===== config.mk =====
export PLATFORM = sky130hd
export DESIGN_NAME = framebuffer_control_registers
export DESIGN_NICKNAME = d
export VERILOG_FILES = /design/src/hdl/fbcr_pkg.sv /design/src/hdl/fbcr_ctrl.sv /design/src/hdl/fbcr_datapath.sv /design/src/hdl/framebuffer_control_registers.sv
export SDC_FILE = /design/constraint.sdc
export NUM_CORES = 1
export LEC_CHECK = 0
export ABC_CLOCK_PERIOD_IN_PS = 14780
export BUFFER_PORTS_ARGS = -buffer_cell sky130_fd_sc_hd__buf_2
export CAP_MARGIN = 20
export CORE_AREA = 5 5 196 150
export DETAILED_ROUTE_END_ITERATION = 12
export DIE_AREA = 0 0 201 155
export SYNTH_ARGS = -nofsm -noshare
export SYNTH_HDL_FRONTEND = slang
export SYNTH_SLANG_ARGS = --single-unit

===== constraint.sdc =====
create_clock -name clock -period 14.78 [get_ports clock]
set_input_delay 1.478 -clock clock [delete_from_list [all_inputs] [get_ports clock]]
set_output_delay 1.478 -clock clock [all_outputs]
set_load 0.005 [all_outputs]

===== src/hdl/fbcr_pkg.sv =====
`default_nettype none
package fbcr_pkg;

   // Kinds of input word.
   localparam logic [1:0] KIND_READ  = 2'd0;
   localparam logic [1:0] KIND_WRITE = 2'd1;
   localparam logic [1:0] KIND_TICK  = 2'd2;

   // Read map.
   localparam logic [3:0] RD_WIDTH   = 4'd0;
   localparam logic [3:0] RD_HEIGHT  = 4'd1;
   localparam logic [3:0] RD_STATUS  = 4'd2;
   localparam logic [3:0] RD_PHYS_W  = 4'd7;
   localparam logic [3:0] RD_PHYS_H  = 4'd8;
   localparam logic [3:0] RD_FORMAT  = 4'd9;

   // Write map.
   localparam logic [3:0] WR_IRQ_EN  = 4'd3;
   localparam logic [3:0] WR_BASE    = 4'd4;
   localparam logic [3:0] WR_ROTATE  = 4'd5;
   localparam logic [3:0] WR_BLANK   = 4'd6;

   // Configuration register indexes.
   localparam logic [1:0] CSR_WIDTH  = 2'd0;
   localparam logic [1:0] CSR_HEIGHT = 2'd1;
   localparam logic [1:0] CSR_DPI    = 2'd2;
   localparam logic [1:0] CSR_FORMAT = 2'd3;

   localparam int CSR_INDEX_W = 2;
   localparam int CSR_DATA_W  = 12;

   localparam logic [11:0] RESET_WIDTH  = 12'd320;
   localparam logic [11:0] RESET_HEIGHT = 12'd480;
   localparam logic [9:0]  RESET_DPI    = 10'd165;
   localparam logic [2:0]  RESET_FORMAT = 3'd4;

   // Interrupt status bits.
   localparam int INT_VSYNC     = 0;
   localparam int INT_BASE_DONE = 1;

   // Millimetre divider: numerator 254*pixels + 5*dpi fits in 21 bits,
   // divisor 10*dpi in 14 bits.
   localparam int NUM_W     = 21;
   localparam int DIVISOR_W = 14;
   localparam int DIV_STEPS = NUM_W;
   localparam int COUNT_W   = 5;

   typedef struct packed {
      logic [1:0]  kind;
      logic [3:0]  reg_index;
      logic [31:0] write_data;
   } req_type;

   typedef struct packed {
      logic [31:0] read_data;
      logic        irq_level;
      logic        bad_offset;
      logic        resize_request;
      logic        full_refresh;
      logic        display_active;
      logic        blank_state;
   } rsp_type;

   typedef enum logic [1:0] {
      ST_IDLE,
      ST_DIVIDE,
      ST_FINISH
   } state_type;

   typedef struct packed {
      logic update;     // accept a word handled at once; load response
      logic start_div;  // accept a millimetre read; load the divider
      logic step_div;   // one quotient bit
      logic load_mm;    // load the millimetre response
   } cmd_type;

   typedef struct packed {
      logic is_mm;      // waiting word is a millimetre read
      logic div_last;   // this step yields the final quotient bit
   } status_type;

endpackage
`default_nettype wire


===== src/hdl/fbcr_ctrl.sv =====
`default_nettype none
module fbcr_ctrl
   import fbcr_pkg::*;
(
   input  wire logic       clock,
   input  wire logic       reset,
   input  wire logic       req_valid,
   output logic            req_ready,
   output logic            rsp_valid,
   input  wire logic       rsp_ready,
   input  wire status_type status,
   output cmd_type         cmd
);

   state_type state_ff, state_in;
   logic      rsp_valid_ff, rsp_valid_in;
   logic      slot_free;

   // The response register may be reloaded when empty or being emptied.
   assign slot_free = !rsp_valid_ff || rsp_ready;

   always_comb begin
      state_in = state_ff;
      unique case (state_ff)
         ST_IDLE: begin
            if (req_valid && slot_free && status.is_mm) begin
               state_in = ST_DIVIDE;
            end
         end
         ST_DIVIDE: begin
            if (status.div_last) begin
               state_in = ST_FINISH;
            end
         end
         ST_FINISH: begin
            if (slot_free) begin
               state_in = ST_IDLE;
            end
         end
         default: state_in = ST_IDLE;
      endcase
   end

   always_comb begin
      req_ready     = 1'b0;
      cmd.update    = 1'b0;
      cmd.start_div = 1'b0;
      cmd.step_div  = 1'b0;
      cmd.load_mm   = 1'b0;
      unique case (state_ff)
         ST_IDLE: begin
            req_ready     = slot_free;
            cmd.update    = req_valid && slot_free && !status.is_mm;
            cmd.start_div = req_valid && slot_free && status.is_mm;
         end
         ST_DIVIDE: begin
            cmd.step_div = 1'b1;
         end
         ST_FINISH: begin
            cmd.load_mm = slot_free;
         end
         default: begin
            req_ready = 1'b0;
         end
      endcase
   end

   always_comb begin
      rsp_valid_in = rsp_valid_ff;
      if (cmd.update || cmd.load_mm) begin
         rsp_valid_in = 1'b1;
      end else if (rsp_ready) begin
         rsp_valid_in = 1'b0;
      end
   end

   always_ff @(posedge clock) begin
      if (reset) begin
         state_ff     <= ST_IDLE;
         rsp_valid_ff <= 1'b0;
      end else begin
         state_ff     <= state_in;
         rsp_valid_ff <= rsp_valid_in;
      end
   end

   assign rsp_valid = rsp_valid_ff;

endmodule
`default_nettype wire


===== src/hdl/fbcr_datapath.sv =====
`default_nettype none
module fbcr_datapath
   import fbcr_pkg::*;
(
   input  wire logic                   clock,
   input  wire logic                   reset,
   input  wire req_type                req_data,
   input  wire logic                   csr_valid,
   input  wire logic [CSR_INDEX_W-1:0] csr_index,
   input  wire logic [CSR_DATA_W-1:0]  csr_data,
   input  wire cmd_type                cmd,
   output status_type                  status,
   output rsp_type                     rsp_data
);

   // Configuration.
   logic [11:0] width_ff, height_ff;
   logic [9:0]  dpi_ff;
   logic [2:0]  format_ff;

   // Register file state.
   logic [31:0] base_address_ff, base_address_in;
   logic        base_seen_ff, base_seen_in;
   logic        refresh_pending_ff, refresh_pending_in;
   logic        base_irq_armed_ff, base_irq_armed_in;
   logic [1:0]  pending_rotation_ff, pending_rotation_in;
   logic [1:0]  active_rotation_ff, active_rotation_in;
   logic        blanked_ff, blanked_in;
   logic [1:0]  irq_status_ff, irq_status_in;
   logic [1:0]  irq_enable_ff, irq_enable_in;
   logic        irq_line_ff, irq_line_in;

   // Divider.
   logic [NUM_W-1:0]     num_ff, num_in;
   logic [DIVISOR_W-1:0] divisor_ff, divisor_in;
   logic [DIVISOR_W-1:0] rem_ff, rem_in;
   logic [COUNT_W-1:0]   count_ff, count_in;
   logic [DIVISOR_W:0]   trial;
   logic [11:0]          pixels;
   logic [9:0]           dpi_eff;

   rsp_type rsp_ff, rsp_in, direct_rsp;
   logic [1:0] status_read;
   logic [1:0] status_after_base;

   assign status.is_mm = (req_data.kind == KIND_READ)
                         && ((req_data.reg_index == RD_PHYS_W)
                             || (req_data.reg_index == RD_PHYS_H));
   assign status.div_last = (count_ff == COUNT_W'(DIV_STEPS - 1));

   always_ff @(posedge clock) begin
      if (reset) begin
         width_ff  <= RESET_WIDTH;
         height_ff <= RESET_HEIGHT;
         dpi_ff    <= RESET_DPI;
         format_ff <= RESET_FORMAT;
      end else if (csr_valid) begin
         unique case (csr_index)
            CSR_WIDTH:  width_ff  <= csr_data[11:0];
            CSR_HEIGHT: height_ff <= csr_data[11:0];
            CSR_DPI:    dpi_ff    <= csr_data[9:0];
            CSR_FORMAT: format_ff <= csr_data[2:0];
            default:    width_ff  <= width_ff;
         endcase
      end
   end

   // Behaviour of reads, writes and ticks other than millimetre reads.
   always_comb begin
      base_address_in     = base_address_ff;
      base_seen_in        = base_seen_ff;
      refresh_pending_in  = refresh_pending_ff;
      base_irq_armed_in   = base_irq_armed_ff;
      pending_rotation_in = pending_rotation_ff;
      active_rotation_in  = active_rotation_ff;
      blanked_in          = blanked_ff;
      irq_status_in       = irq_status_ff;
      irq_enable_in       = irq_enable_ff;
      irq_line_in         = irq_line_ff;
      direct_rsp          = '0;
      status_read         = irq_status_ff & irq_enable_ff;
      status_after_base   = irq_status_ff;
      status_after_base[INT_BASE_DONE] = 1'b0;

      unique case (req_data.kind)
         KIND_READ: begin
            unique case (req_data.reg_index)
               RD_WIDTH:  direct_rsp.read_data = {20'd0, width_ff};
               RD_HEIGHT: direct_rsp.read_data = {20'd0, height_ff};
               RD_FORMAT: direct_rsp.read_data = {29'd0, format_ff};
               RD_PHYS_W, RD_PHYS_H: direct_rsp.read_data = '0;
               RD_STATUS: begin
                  direct_rsp.read_data = {30'd0, status_read};
                  if (status_read != 2'b00) begin
                     irq_status_in = irq_status_ff & ~status_read;
                     irq_line_in   = 1'b0;
                  end
               end
               default: direct_rsp.bad_offset = 1'b1;
            endcase
         end
         KIND_WRITE: begin
            unique case (req_data.reg_index)
               WR_IRQ_EN: begin
                  irq_enable_in = req_data.write_data[1:0];
                  irq_line_in   = |(irq_status_ff & req_data.write_data[1:0]);
               end
               WR_BASE: begin
                  direct_rsp.resize_request = !base_seen_ff;
                  base_address_in    = req_data.write_data;
                  irq_status_in      = status_after_base;
                  refresh_pending_in = 1'b1;
                  base_irq_armed_in  = 1'b1;
                  base_seen_in       = 1'b1;
                  if (pending_rotation_ff != active_rotation_ff) begin
                     active_rotation_in        = pending_rotation_ff;
                     direct_rsp.resize_request = 1'b1;
                  end
                  irq_line_in = |(status_after_base & irq_enable_ff);
               end
               WR_ROTATE: pending_rotation_in = req_data.write_data[1:0];
               WR_BLANK: begin
                  blanked_in         = req_data.write_data[0];
                  refresh_pending_in = 1'b1;
               end
               default: direct_rsp.bad_offset = 1'b1;
            endcase
         end
         KIND_TICK: begin
            if (base_address_ff != 32'd0) begin
               direct_rsp.display_active = 1'b1;
               if (irq_enable_ff[INT_VSYNC] && !irq_status_ff[INT_VSYNC]) begin
                  irq_status_in[INT_VSYNC] = 1'b1;
                  irq_line_in              = 1'b1;
               end
               if (refresh_pending_ff) begin
                  direct_rsp.full_refresh = 1'b1;
                  if (base_irq_armed_ff) begin
                     irq_status_in[INT_BASE_DONE] = 1'b1;
                     if (irq_enable_ff[INT_BASE_DONE]) begin
                        irq_line_in = 1'b1;
                     end
                  end
                  base_irq_armed_in  = 1'b0;
                  refresh_pending_in = 1'b0;
               end
            end
         end
         default: direct_rsp.read_data = '0;
      endcase

      direct_rsp.irq_level   = irq_line_in;
      direct_rsp.blank_state = blanked_in;
   end

   always_ff @(posedge clock) begin
      if (reset) begin
         base_address_ff     <= '0;
         base_seen_ff        <= 1'b0;
         refresh_pending_ff  <= 1'b0;
         base_irq_armed_ff   <= 1'b0;
         pending_rotation_ff <= '0;
         active_rotation_ff  <= '0;
         blanked_ff          <= 1'b0;
         irq_status_ff       <= '0;
         irq_enable_ff       <= '0;
         irq_line_ff         <= 1'b0;
      end else if (cmd.update) begin
         base_address_ff     <= base_address_in;
         base_seen_ff        <= base_seen_in;
         refresh_pending_ff  <= refresh_pending_in;
         base_irq_armed_ff   <= base_irq_armed_in;
         pending_rotation_ff <= pending_rotation_in;
         active_rotation_ff  <= active_rotation_in;
         blanked_ff          <= blanked_in;
         irq_status_ff       <= irq_status_in;
         irq_enable_ff       <= irq_enable_in;
         irq_line_ff         <= irq_line_in;
      end
   end

   // Restoring divider, one quotient bit per cycle. The quotient shifts
   // into the numerator register as the numerator shifts out.
   assign pixels  = (req_data.reg_index == RD_PHYS_W) ? width_ff : height_ff;
   assign dpi_eff = (dpi_ff == 10'd0) ? 10'd1 : dpi_ff;
   assign trial   = {rem_ff, num_ff[NUM_W-1]};

   always_comb begin
      num_in     = num_ff;
      divisor_in = divisor_ff;
      rem_in     = rem_ff;
      count_in   = count_ff;
      if (cmd.start_div) begin
         num_in     = (NUM_W'(pixels) * NUM_W'(254)) + (NUM_W'(dpi_eff) * NUM_W'(5));
         divisor_in = DIVISOR_W'(dpi_eff) * DIVISOR_W'(10);
         rem_in     = '0;
         count_in   = '0;
      end else if (cmd.step_div) begin
         count_in = count_ff + COUNT_W'(1);
         if (trial >= {1'b0, divisor_ff}) begin
            rem_in = DIVISOR_W'(trial - {1'b0, divisor_ff});
            num_in = {num_ff[NUM_W-2:0], 1'b1};
         end else begin
            rem_in = trial[DIVISOR_W-1:0];
            num_in = {num_ff[NUM_W-2:0], 1'b0};
         end
      end
   end

   always_ff @(posedge clock) begin
      num_ff     <= num_in;
      divisor_ff <= divisor_in;
      rem_ff     <= rem_in;
      count_ff   <= count_in;
   end

   always_comb begin
      rsp_in = rsp_ff;
      if (cmd.update) begin
         rsp_in = direct_rsp;
      end else if (cmd.load_mm) begin
         rsp_in             = '0;
         rsp_in.read_data   = 32'(num_ff);
         rsp_in.irq_level   = irq_line_ff;
         rsp_in.blank_state = blanked_ff;
      end
   end

   always_ff @(posedge clock) begin
      rsp_ff <= rsp_in;
   end

   assign rsp_data = rsp_ff;

endmodule
`default_nettype wire


===== src/hdl/framebuffer_control_registers.sv =====
// A word other than a millimetre read gives its response in the cycle
// after acceptance; a millimetre read passes the 21-step bit-serial
// divider, then loads its response once the response slot is free.
// Ordinary words: one per cycle while responses drain; none during a
// millimetre read. Synchronous active-high reset clears register file
// state and loads configuration defaults (320x480, 165 dpi, format 4).
`default_nettype none
module framebuffer_control_registers
   import fbcr_pkg::*;
(
   input  wire logic                   clock,
   input  wire logic                   reset,
   input  wire logic                   req_valid,
   output logic                        req_ready,
   input  wire req_type                req_data,
   output logic                        rsp_valid,
   input  wire logic                   rsp_ready,
   output rsp_type                     rsp_data,
   input  wire logic                   csr_valid,
   output logic                        csr_ready,
   input  wire logic [CSR_INDEX_W-1:0] csr_index,
   input  wire logic [CSR_DATA_W-1:0]  csr_data
);

   cmd_type    cmd;
   status_type status;

   // Configuration words are taken at any time.
   assign csr_ready = 1'b1;

   fbcr_ctrl u_ctrl (
      .clock     (clock),
      .reset     (reset),
      .req_valid (req_valid),
      .req_ready (req_ready),
      .rsp_valid (rsp_valid),
      .rsp_ready (rsp_ready),
      .status    (status),
      .cmd       (cmd)
   );

   fbcr_datapath u_datapath (
      .clock     (clock),
      .reset     (reset),
      .req_data  (req_data),
      .csr_valid (csr_valid),
      .csr_index (csr_index),
      .csr_data  (csr_data),
      .cmd       (cmd),
      .status    (status),
      .rsp_data  (rsp_data)
   );

endmodule
`default_nettype wire

Word level (Yosys, flattened, before mapping)
Cells that the tools add are included.
{"block": "totals", "regBits": 176, "out_inout_bits": 41, "elab_cells": 168}
{"block": "classes", "add_sub_neg": 3, "n_mul": 3, "magnitude_cmp": 1, "n_eq_ne": 29, "n_mux": 55, "bitwise_logic": 6, "n_reduce_logical": 43}
{"cell": "$mux 38", "n": 2}
{"cell": "$pmux 12 s4", "n": 1}
{"cell": "$mux 21", "n": 2}
{"cell": "$mux 32", "n": 1}
{"cell": "$reduce_bool 32->1", "n": 1}
{"cell": "$mux 1", "n": 29}
{"cell": "$mul 10x3->13 const B", "n": 2}
{"cell": "$add 20x13->21", "n": 1}
{"cell": "$mux 2", "n": 10}
{"cell": "$mul 12x7->19 const B", "n": 1}
{"cell": "$eq 4x3->1 const B", "n": 4}
{"cell": "$ge 15x14->1", "n": 1}
{"cell": "$mux 14", "n": 1}
{"cell": "$sub 14x14->14", "n": 1}
{"cell": "$mux 12", "n": 1}
{"cell": "$ne 2x1->1 const B", "n": 6}
{"cell": "$pmux 2 s3", "n": 2}
{"cell": "$reduce_and 3->1", "n": 4}
{"cell": "$reduce_bool 2->1", "n": 6}
{"cell": "$logic_not 10->1", "n": 1}
{"cell": "$mux 10", "n": 1}
{"cell": "$ne 2x2->1 const B", "n": 5}
{"cell": "$eq 2x2->1 const B", "n": 4}
{"cell": "$eq 4x2->1 const B", "n": 2}
{"cell": "26 further kinds", "n": 51}

Depth between registers and ports, before layout
Gate-level depths: netlist (run 1).
{"block": "depth", "depth_word": 9, "ltp_mapped": 29, "depth_no_buf": 28}

Hierarchy
From an unflattened synthesis (run 1), not the netlist that was laid out.
{"block": "hier_totals", "cells_unflattened": 1183, "hier_area_um2": 10994.3}
{"mod": "fbcr_datapath", "instances": 1, "cells_each": 1163, "area_each_um2": 10812.9}
{"mod": "fbcr_ctrl", "instances": 1, "cells_each": 18, "area_each_um2": 170.2}
{"mod": "framebuffer_control_registers", "instances": 1, "cells_each": 2, "area_each_um2": 11.3}

Worst setup path after synthesis (run 1)
No wires, ideal clock.
{"block": "synth_path", "kind": "in2reg", "startpoint": "input port req_data[33] (netlist bit)", "endpoint": "register u_datapath.num_ff[20] (data pin)", "t_arrival_ns": 7.940, "required_ns": 14.523, "slack_ns": 6.583, "cell_stages": 27, "n_path_buf": 1, "path_cell_list": "and2_1 -> nand2_1 -> buf_1 -> mux2i_1 -> fa_1 -> inv_1 -> fa_1 -> inv_1 -> fa_1 -> fa_1 -> inv_1 -> ha_1 -> and3_1 -> a221o_1 -> nor2_1 -> xnor2_1 -> fa_1 -> ha_1 -> o21a_1 -> o21a_1 -> a21oi_1 -> o21ai_0 -> and2_1 -> o21a_1 -> nand4_1 -> nor2_1 -> a32o_1"}
{"block": "synth_via", "elab_chain_cells": 6}
{"item": "from (decl)", "line_no": "framebuffer_control_registers.sv:15", "text": "input wire req_type req_data,"}
{"item": "branches (longest 5 deep; another with $add 20x13->21)"}
{"item": "$mux 21 (*)", "line_no": "fbcr_datapath.sv:193", "text": "if (cmd.start_div) begin"}
{"item": "via u_datapath.num_in[20]", "line_no": "fbcr_datapath.sv:34", "text": "logic [NUM_W-1:0] num_ff, num_in;"}
{"item": "to (signal assigned)", "line_no": "fbcr_datapath.sv:211", "text": "num_ff <= num_in;"}
{"item": "to (decl)", "line_no": "fbcr_datapath.sv:34"}
Mark *: on every way through the listed nets, which the timed path passes.
A chain may end at the register's enable or synchronous reset.

Worst setup path in the final report (run 1)
{"block": "layout_path", "startpoint": "input port req_data[34] (netlist bit)", "endpoint": "register u_datapath.num_ff[20] (data pin)"}
The elaborated chain is that of the path after synthesis.

==> impl_metrics.csv, run 1 <==
group,metric,value,unit
status,run_status,"completed",
global_routing,grt_usage,17.16,%
timing,drv_slew,0,
yosys,synthCells,1186,
timing,hold_viol,0,
power,ir_drop,0.1333,mV
clock_network,cts_resized,0,
global_routing,antenna_found_initial,5,
yosys,synth-edff-count,61,
yosys,synth-seq-cells,165,
drt,route.met3.wl,2058,um
drt,wl,26960,um
yosys,yosysWarningCount,0,
timing,relSlewSlack,24.70,%
timing,skew,0.009005,ns
final_layout,nets,1437,
global_routing,grt_pass1_vias,8101,
floorplan,dieArea,31160,sq um
placement,hpwl,20720,um
drt,first_pass_iters,5,
drt,drt_iter0_markers,796,
clock_network,postCtsSetupBuffers,0,
critical_path,reg2regPathDepth,24,
yosys,netlist.area_leader.share,19.41,%
yosys,yosys-top-cells-area,"dfxtp_1 (19%), edfxtp_1 (17%), ha_1 (10%), fa_1 (9.0%), nand2_1 (7.4%)",
critical_path,required,14.95,ns
critical_path,slowest_stage,"fa_1",
critical_path,r2r_end,"u_datapath.num_ff[20]",
timing,setup_tns,0,ns
min_path,min_to,"u_datapath.base_address_ff[11]",
yosys,synthArstFlopShare,0,%
power,power_leakage,0.005327,uW
critical_path,cp.arrival,8.85,ns
min_path,hp-start,"u_datapath.base_address_ff[11]",
drt,drtAntennaViolNets,0,
floorplan,initial_core_util,38.99,%
critical_path,critical_path.endpoint_type,"flip-flop",
yosys,synth_area,10730,sq um
final_layout,fin_util,43.81,%
yosys,synth_top_area_cell,"dfxtp_1",
drt,num_vias,8395,
critical_path,crit_type,"primary input to flip-flop",
drt,wl_met1,13800,um
placement,placed_cells,1584,
min_path,min-delay-path-class,"flip-flop to flip-flop",
clock_network,clock_sinks,165,
critical_path,max_stage_delay,0.57,ns
flow_run,drv_cap,0,
timing,setup_viol,0,
global_routing,grt_pass1_wl,43110,um
yosys,yosysMostFrequentCell,"nand2_1",
critical_path,cp_max_fo,13,
floorplan,dieHeight,155,um
critical_path,r2r_slack,8.00,ns
final_layout,synthToLayoutAreaGrowth,12.36,%
placement,port-buffer-count,85,
yosys,synthDistinctLibCells,71,
floorplan,num_rows,53,
yosys,synth-seq-area-share,36.48,%
min_path,hold_depth,2,
final_layout,fillers,2684,
drt,route.detailed.drc,0,
final_layout,drive_gt1_share,11.20,%
drt,wire_per_inst,16.68,um
clock_network,cts_buffers,17,
drt,vias_per_cell,5.195,
clock_network,cts-root-buf,"clkbuf_16",
drt,top_layer,"met5",
global_routing,grt_remaining_overflow,0,
timing,period_needed,8.679,ns
clock_network,cts_hold_buf,0,
critical_path,critPathLaunchType,"primary input",
power,powerDensity,160.6,nW/um^2
timing,max_slew.worst_pin.slew,1.125,ns
clock_network,h-tree-depth,4,
drt,dr_wl_met2,10720,um
critical_path,cp_common_cell,"fa_1",
yosys,synth_common_cells,"nand2_1 (212), dfxtp_1 (104), inv_1 (103)",
final_layout,diodes,0,
placement,gp_congestion,0.8905,
timing,rsz0062_at_grt,"false",
yosys,ys.flop_type,"dfxtp_1",
timing,timing.fmax,0.1152,GHz
floorplan,die-width,201,um
floorplan,io_pins,98,
floorplan,core,27520,sq um
clock_network,clock_latency,0.43,ns
critical_path,reg2reg_from,"u_datapath.height_ff[2]",
timing,finalCritPeriodShare,58.72,%
final_layout,layoutNonFillerInstCount,1616,
global_routing,grt_max_degree,86,
clock_network,clock_path_buffers,2,
clock_network,cts_tree,"yes",
clock_network,clk_pin_slew,0.07,ns
yosys,avgSynthCellArea,9.046,sq um
==> worst max-delay path by stage <==
stage / from / to / depth (start not counted)
global route: req_data[34] / u_datapath.num_ff[20] / 27
detailed placement: req_data[34] / u_datapath.num_ff[20] / 27
CTS: req_data[34] / u_datapath.num_ff[20] / 27
global placement: req_data[34] / u_datapath.num_ff[20] / 27
finish: req_data[34] / u_datapath.num_ff[20] / 27
floorplan: req_data[33] / u_datapath.num_ff[20] / 27
==> metrics by stage <==
step	setup WS (ns)	cell area (sq um)	hold slack [ns]	power (uW)
floorplan	6.583	10770	0.4360	1220
global placement	5.959	11410	0.4445	1437
detailed placement	5.805	11440	0.4482	1443
CTS	6.208	12060	0.4572	1928
global route	5.675	12060	0.4760	2083
finish	6.101	12060	0.4566	1937
==> sequential cells by signal (all words and copies together), names as in the netlist <==
| signal | count |
|---|---|
| u_datapath.irq_status_ff | 2 |
| u_datapath.base_address_ff | 32 |
| u_datapath.rem_ff | 14 |
| u_datapath.num_ff | 21 |
| u_datapath.active_rotation_ff | 2 |
| u_datapath.divisor_ff | 13 |
| u_datapath.refresh_pending_ff | 1 |
| u_datapath.rsp_data | 27 |
| u_datapath.width_ff | 12 |
| u_ctrl.state_ff | 2 |
| u_datapath.irq_enable_ff | 2 |
| u_datapath.base_irq_armed_ff | 1 |
| u_datapath.dpi_ff | 10 |
| u_datapath.blanked_ff | 1 |
| u_datapath.base_seen_ff | 1 |
| u_datapath.irq_line_ff | 1 |
| u_datapath.count_ff | 5 |
| u_datapath.height_ff | 12 |
| u_datapath.pending_rotation_ff | 2 |
| u_ctrl.rsp_valid | 1 |
| u_datapath.format_ff | 3 |
==> layout by cell type (no fill, tap or decap), types with 10 or more instances in the layout <==
cell type / instances
inv_1: 103
o21ai_0: 54
nor3_1: 14
edfxtp_1: 61
nor2_1: 52
fa_1: 48
nand3_1: 12
nand2_1: 212
a22oi_1: 10
nor2b_1: 13
xnor2_1: 30
buf_2: 85
nor4_1: 10
mux2i_1: 28
dfxtp_1: 104
nand2b_1: 10
and2_1: 14
xor2_1: 21
conb_1: 12
clkbuf_16: 17
nand3b_1: 14
a21o_1: 12
ha_1: 86
a21oi_1: 96
==> worst max-delay path, delay by kind of cell <==
kind                     cells  cell delay (ns)
multiplexers                 1             0.54
AND/OR/NAND/NOR              7             1.49
buffers and inverters        4             0.48
XOR/XNOR                     1             0.14
AO/OA/AOI/OAI                7             1.49
adder cells (fa/ha/maj)      7             3.20
==> layer usage <==
metal  up-vias  GRT usage, %
li1       4152             -
met1      3997         26.15
met2       213         23.46
met3        29         5.105
met4         4         4.487
met5         -             0
==> report_power, final <==
part,internal [uW],switching (uW),total [uW]
Combinational,376,550,926
Clock,284,192,475
Sequential,508,26.8,535
==> layout make-up <==
| class | count | area, sq um | share of cell area [%] |
|---|---|---|---|
| clock buffer | 19 | 432.9 | 3.591 |
| inverter | 103 | 386.6 | 3.207 |
| timing repair buffer | 93 | 505.5 | 4.193 |
| sequential | 165 | 3914 | 32.46 |
| multi-input combinational | 866 | 6190 | 51.34 |
| tap | 357 | 446.7 | 3.705 |
| clock inverter | 13 | 180.2 | 1.495 |
==> logic make-up (layout without fill, tap and decap cells) <==
kind of cell | Yosys count | count (layout) | share of synthesized area, %
compound gates | 247 | 247 | 14.18
buf+inv | 165 | 228 | 6.274
mux | 31 | 31 | 2.927
fa+ha+maj | 134 | 134 | 18.99
other cells | 2 | 12 | 0.07000
simple gates | 391 | 391 | 16.92
xor+xnor | 51 | 51 | 4.163
flops | 165 | 165 | 36.48
Power figures use the tool's default switching activity.
==> inputs of run 2 (changes only) <==
--- a/config.mk
+++ b/config.mk
@@ -5,7 +5,7 @@
 export SDC_FILE = /design/constraint.sdc
 export NUM_CORES = 1
 export LEC_CHECK = 0
-export ABC_CLOCK_PERIOD_IN_PS = 14780
+export ABC_CLOCK_PERIOD_IN_PS = 7200
 export BUFFER_PORTS_ARGS = -buffer_cell sky130_fd_sc_hd__buf_2
 export CAP_MARGIN = 20
 export CORE_AREA = 5 5 196 150
==> constraint.sdc (replaced) <==
create_clock -name clock -period 7.2 [get_ports clock]
set_input_delay 0.72 -clock clock [delete_from_list [all_inputs] [get_ports clock]]
set_output_delay 0.72 -clock clock [all_outputs]
set_load 0.005 [all_outputs]
==> impl_metrics.csv, run 2 (synthesized netlist as in run 1, its figures left out) <==
group,metric,value,unit
final_layout,finalInstanceArea,12380,sq um
power,power,4072,uW
final_layout,synthToLayoutAreaGrowth,15.39,%
floorplan,dieArea,31160,sq um
final_layout,drive_gt1_share,14.69,%
timing,setup_viol,0,
final_layout,largest_register_ffs,32,
final_layout,layoutNonFillerInstCount,1664,
global_routing,grt_pass1_vias,8191,
global_routing,grt_remaining_overflow,0,
critical_path,max_stage_delay,0.53,ns
timing,max_slew.worst_pin.slew,1.036,ns
clock_network,cts-root-buf,"clkbuf_16",
timing,drv_slew,0,
critical_path,cp_common_cell,"fa_1",
placement,post_dp_cell_area,11800,sq um
floorplan,initial_core_util,38.99,%
timing,hold_viol,0,
drt,drt_iter0_markers,549,
global_routing,grt_pass1_wl,43060,um
clock_network,cts_buffers,17,
final_layout,nets,1485,
min_path,min-delay-path-class,"flip-flop to flip-flop",
final_layout,mostFrequentLayoutCell,"nand2_1",
timing,relSlewSlack,30.91,%
placement,placed_cells,1632,
floorplan,dieHeight,155,um
global_routing,antenna_found_initial,1,
clock_network,h-tree-depth,4,
clock_network,clock_latency,0.44,ns
critical_path,cp.arrival,6.96,ns
clock_network,cts_hold_buf,0,
timing,rsz0062_at_grt,"false",
drt,num_vias,8532,
critical_path,slowest_stage,"fa_1",
drt,wl,26610,um
drt,drtAntennaViolNets,0,
placement,port-buffer-count,85,
floorplan,num_rows,53,
critical_path,required,7.39,ns
critical_path,cp_max_fo,7,
drt,vias_per_cell,5.127,
critical_path,critical_path.endpoint_type,"flip-flop",
timing,hold_ws,0.4521,ns
global_routing,grt_max_degree,86,
placement,gp_congestion,0.9221,
power,power_leakage,0.005536,uW
critical_path,crit_buf_inv,5,
global_routing,grt_usage,17.11,%
clock_network,clock_path_buffers,2,
power,ir_drop,0.3019,mV
critical_path,crit_type,"primary input to flip-flop",
final_layout,final_cell_mix,"nand2_1 (212), dfxtp_1 (104), inv_1 (103)",
clock_network,clk_pin_slew,0.06,ns
critical_path,critPathTopFamily,"adder cells",
timing,finalCritPeriodShare,94.02,%
placement,hpwl,20980,um
final_layout,regMostFlops,"u_datapath.base_address_ff",
clock_network,cts_tree,"yes",
critical_path,critPathLaunchType,"primary input",
timing,period_needed,6.770,ns
timing,skew,0.01171,ns
clock_network,clock_sinks,165,
drt,first_pass_iters,5,
status,run_status,"completed",
final_layout,fillers,2663,
clock_network,postCtsSetupBuffers,0,
power,powerDensity,328.9,nW/um^2
drt,wire_per_inst,15.99,um
drt,route.detailed.drc,0,
flow_run,drv_cap,0,
floorplan,die-width,201,um
timing,timing.fmax,0.1477,GHz
floorplan,core,27520,sq um
floorplan,io_pins,98,
final_layout,diodes,0,
==> run 2: changes by cell type in the layout (fill, tap and decap cells not counted), sizes merged <==
cell / before / now
clkbuf: 19 / 23
clkinvlp: 0 / 2
inv: 106 / 104
bufinv: 4 / 2
buf: 93 / 141
clkinv: 6 / 4
==> run 2: per-layer routing <==
| metal | vias up | global-route usage [%] | share of wire [%] |
|---|---|---|---|
| met5 | - | 0 | 0 |
| met3 | 22 | 5.001 | 8.4 |
| met1 | 4042 | 26.23 | 50 |
| li1 | 4256 | - | - |
| met2 | 212 | 23.46 | 40 |
| met4 | 0 | 4.160 | 1.1 |
==> run 2: worst register-to-register path, cell delays in order, from the launching register on <==
cell and delay, ns:
dfxtp_1 0.36, mux2i_2 0.20, inv_1 0.10, fa_1 0.53, fa_1 0.50, inv_1 0.05, fa_1 0.47, fa_1 0.51
inv_1 0.04, ha_1 0.31, and3_1 0.19, a221o_1 0.35, nor2_1 0.12, xnor2_1 0.15, fa_1 0.44, ha_1 0.32
o21a_1 0.11, o21a_1 0.18, a21oi_1 0.16, o21ai_0 0.11, and2_1 0.18, o21a_1 0.20, nand4_1 0.13, nor2_1 0.06
a32o_1 0.28
==> run 2: what timing repair did <==
action                                  CTS  global route
endpoints found under the hold margin     0             0
resized for setup                         0             3
endpoints found under the setup margin    0             3
==> run 2: final cells by class <==
class / instances / area (sq um) / share of cell area (%)
inverters: 103 / 386.6 / 3.123
repair buffers: 141 / 858.3 / 6.933
clock inverters: 9 / 105.1 / 0.8489
well taps: 357 / 446.7 / 3.608
clock buffers: 23 / 467.9 / 3.780
flip-flops and latches: 165 / 3914 / 31.61
multi-input cells: 866 / 6202 / 50.10
==> run 2: final timing paths <==
path,cells past startpoint,startpoint,end,slack [ns]
min,2,u_datapath.base_address_ff[31],u_datapath.base_address_ff[31],0.45
min reg2reg,2,u_datapath.base_address_ff[31],u_datapath.base_address_ff[31],0.45
max,28,req_data[33],u_datapath.num_ff[20],0.43
max reg2reg,24,u_datapath.height_ff[2],u_datapath.num_ff[20],0.91
==> run 2: where the power goes <==
| part | internal [uW] | switching (uW) |
|---|---|---|
| clock network | 528 | 380 |
| logic | 930 | 1130 |
| registers | 1040 | 56.3 |
| total | 2500 | 1570 |
==> run 2: stage by stage <==
step | setup slack [ns] | util [%] | TNS (ns)
floorplan | 0.01792 | - | 0
finish | 0.4302 | 44.99 | 0
CTS | 0.3726 | 44.94 | 0
detailed placement | -0.06662 | 42.86 | -0.1001
global placement | 0.06895 | 42.86 | 0
global route | 0.03490 | 44.99 | 0
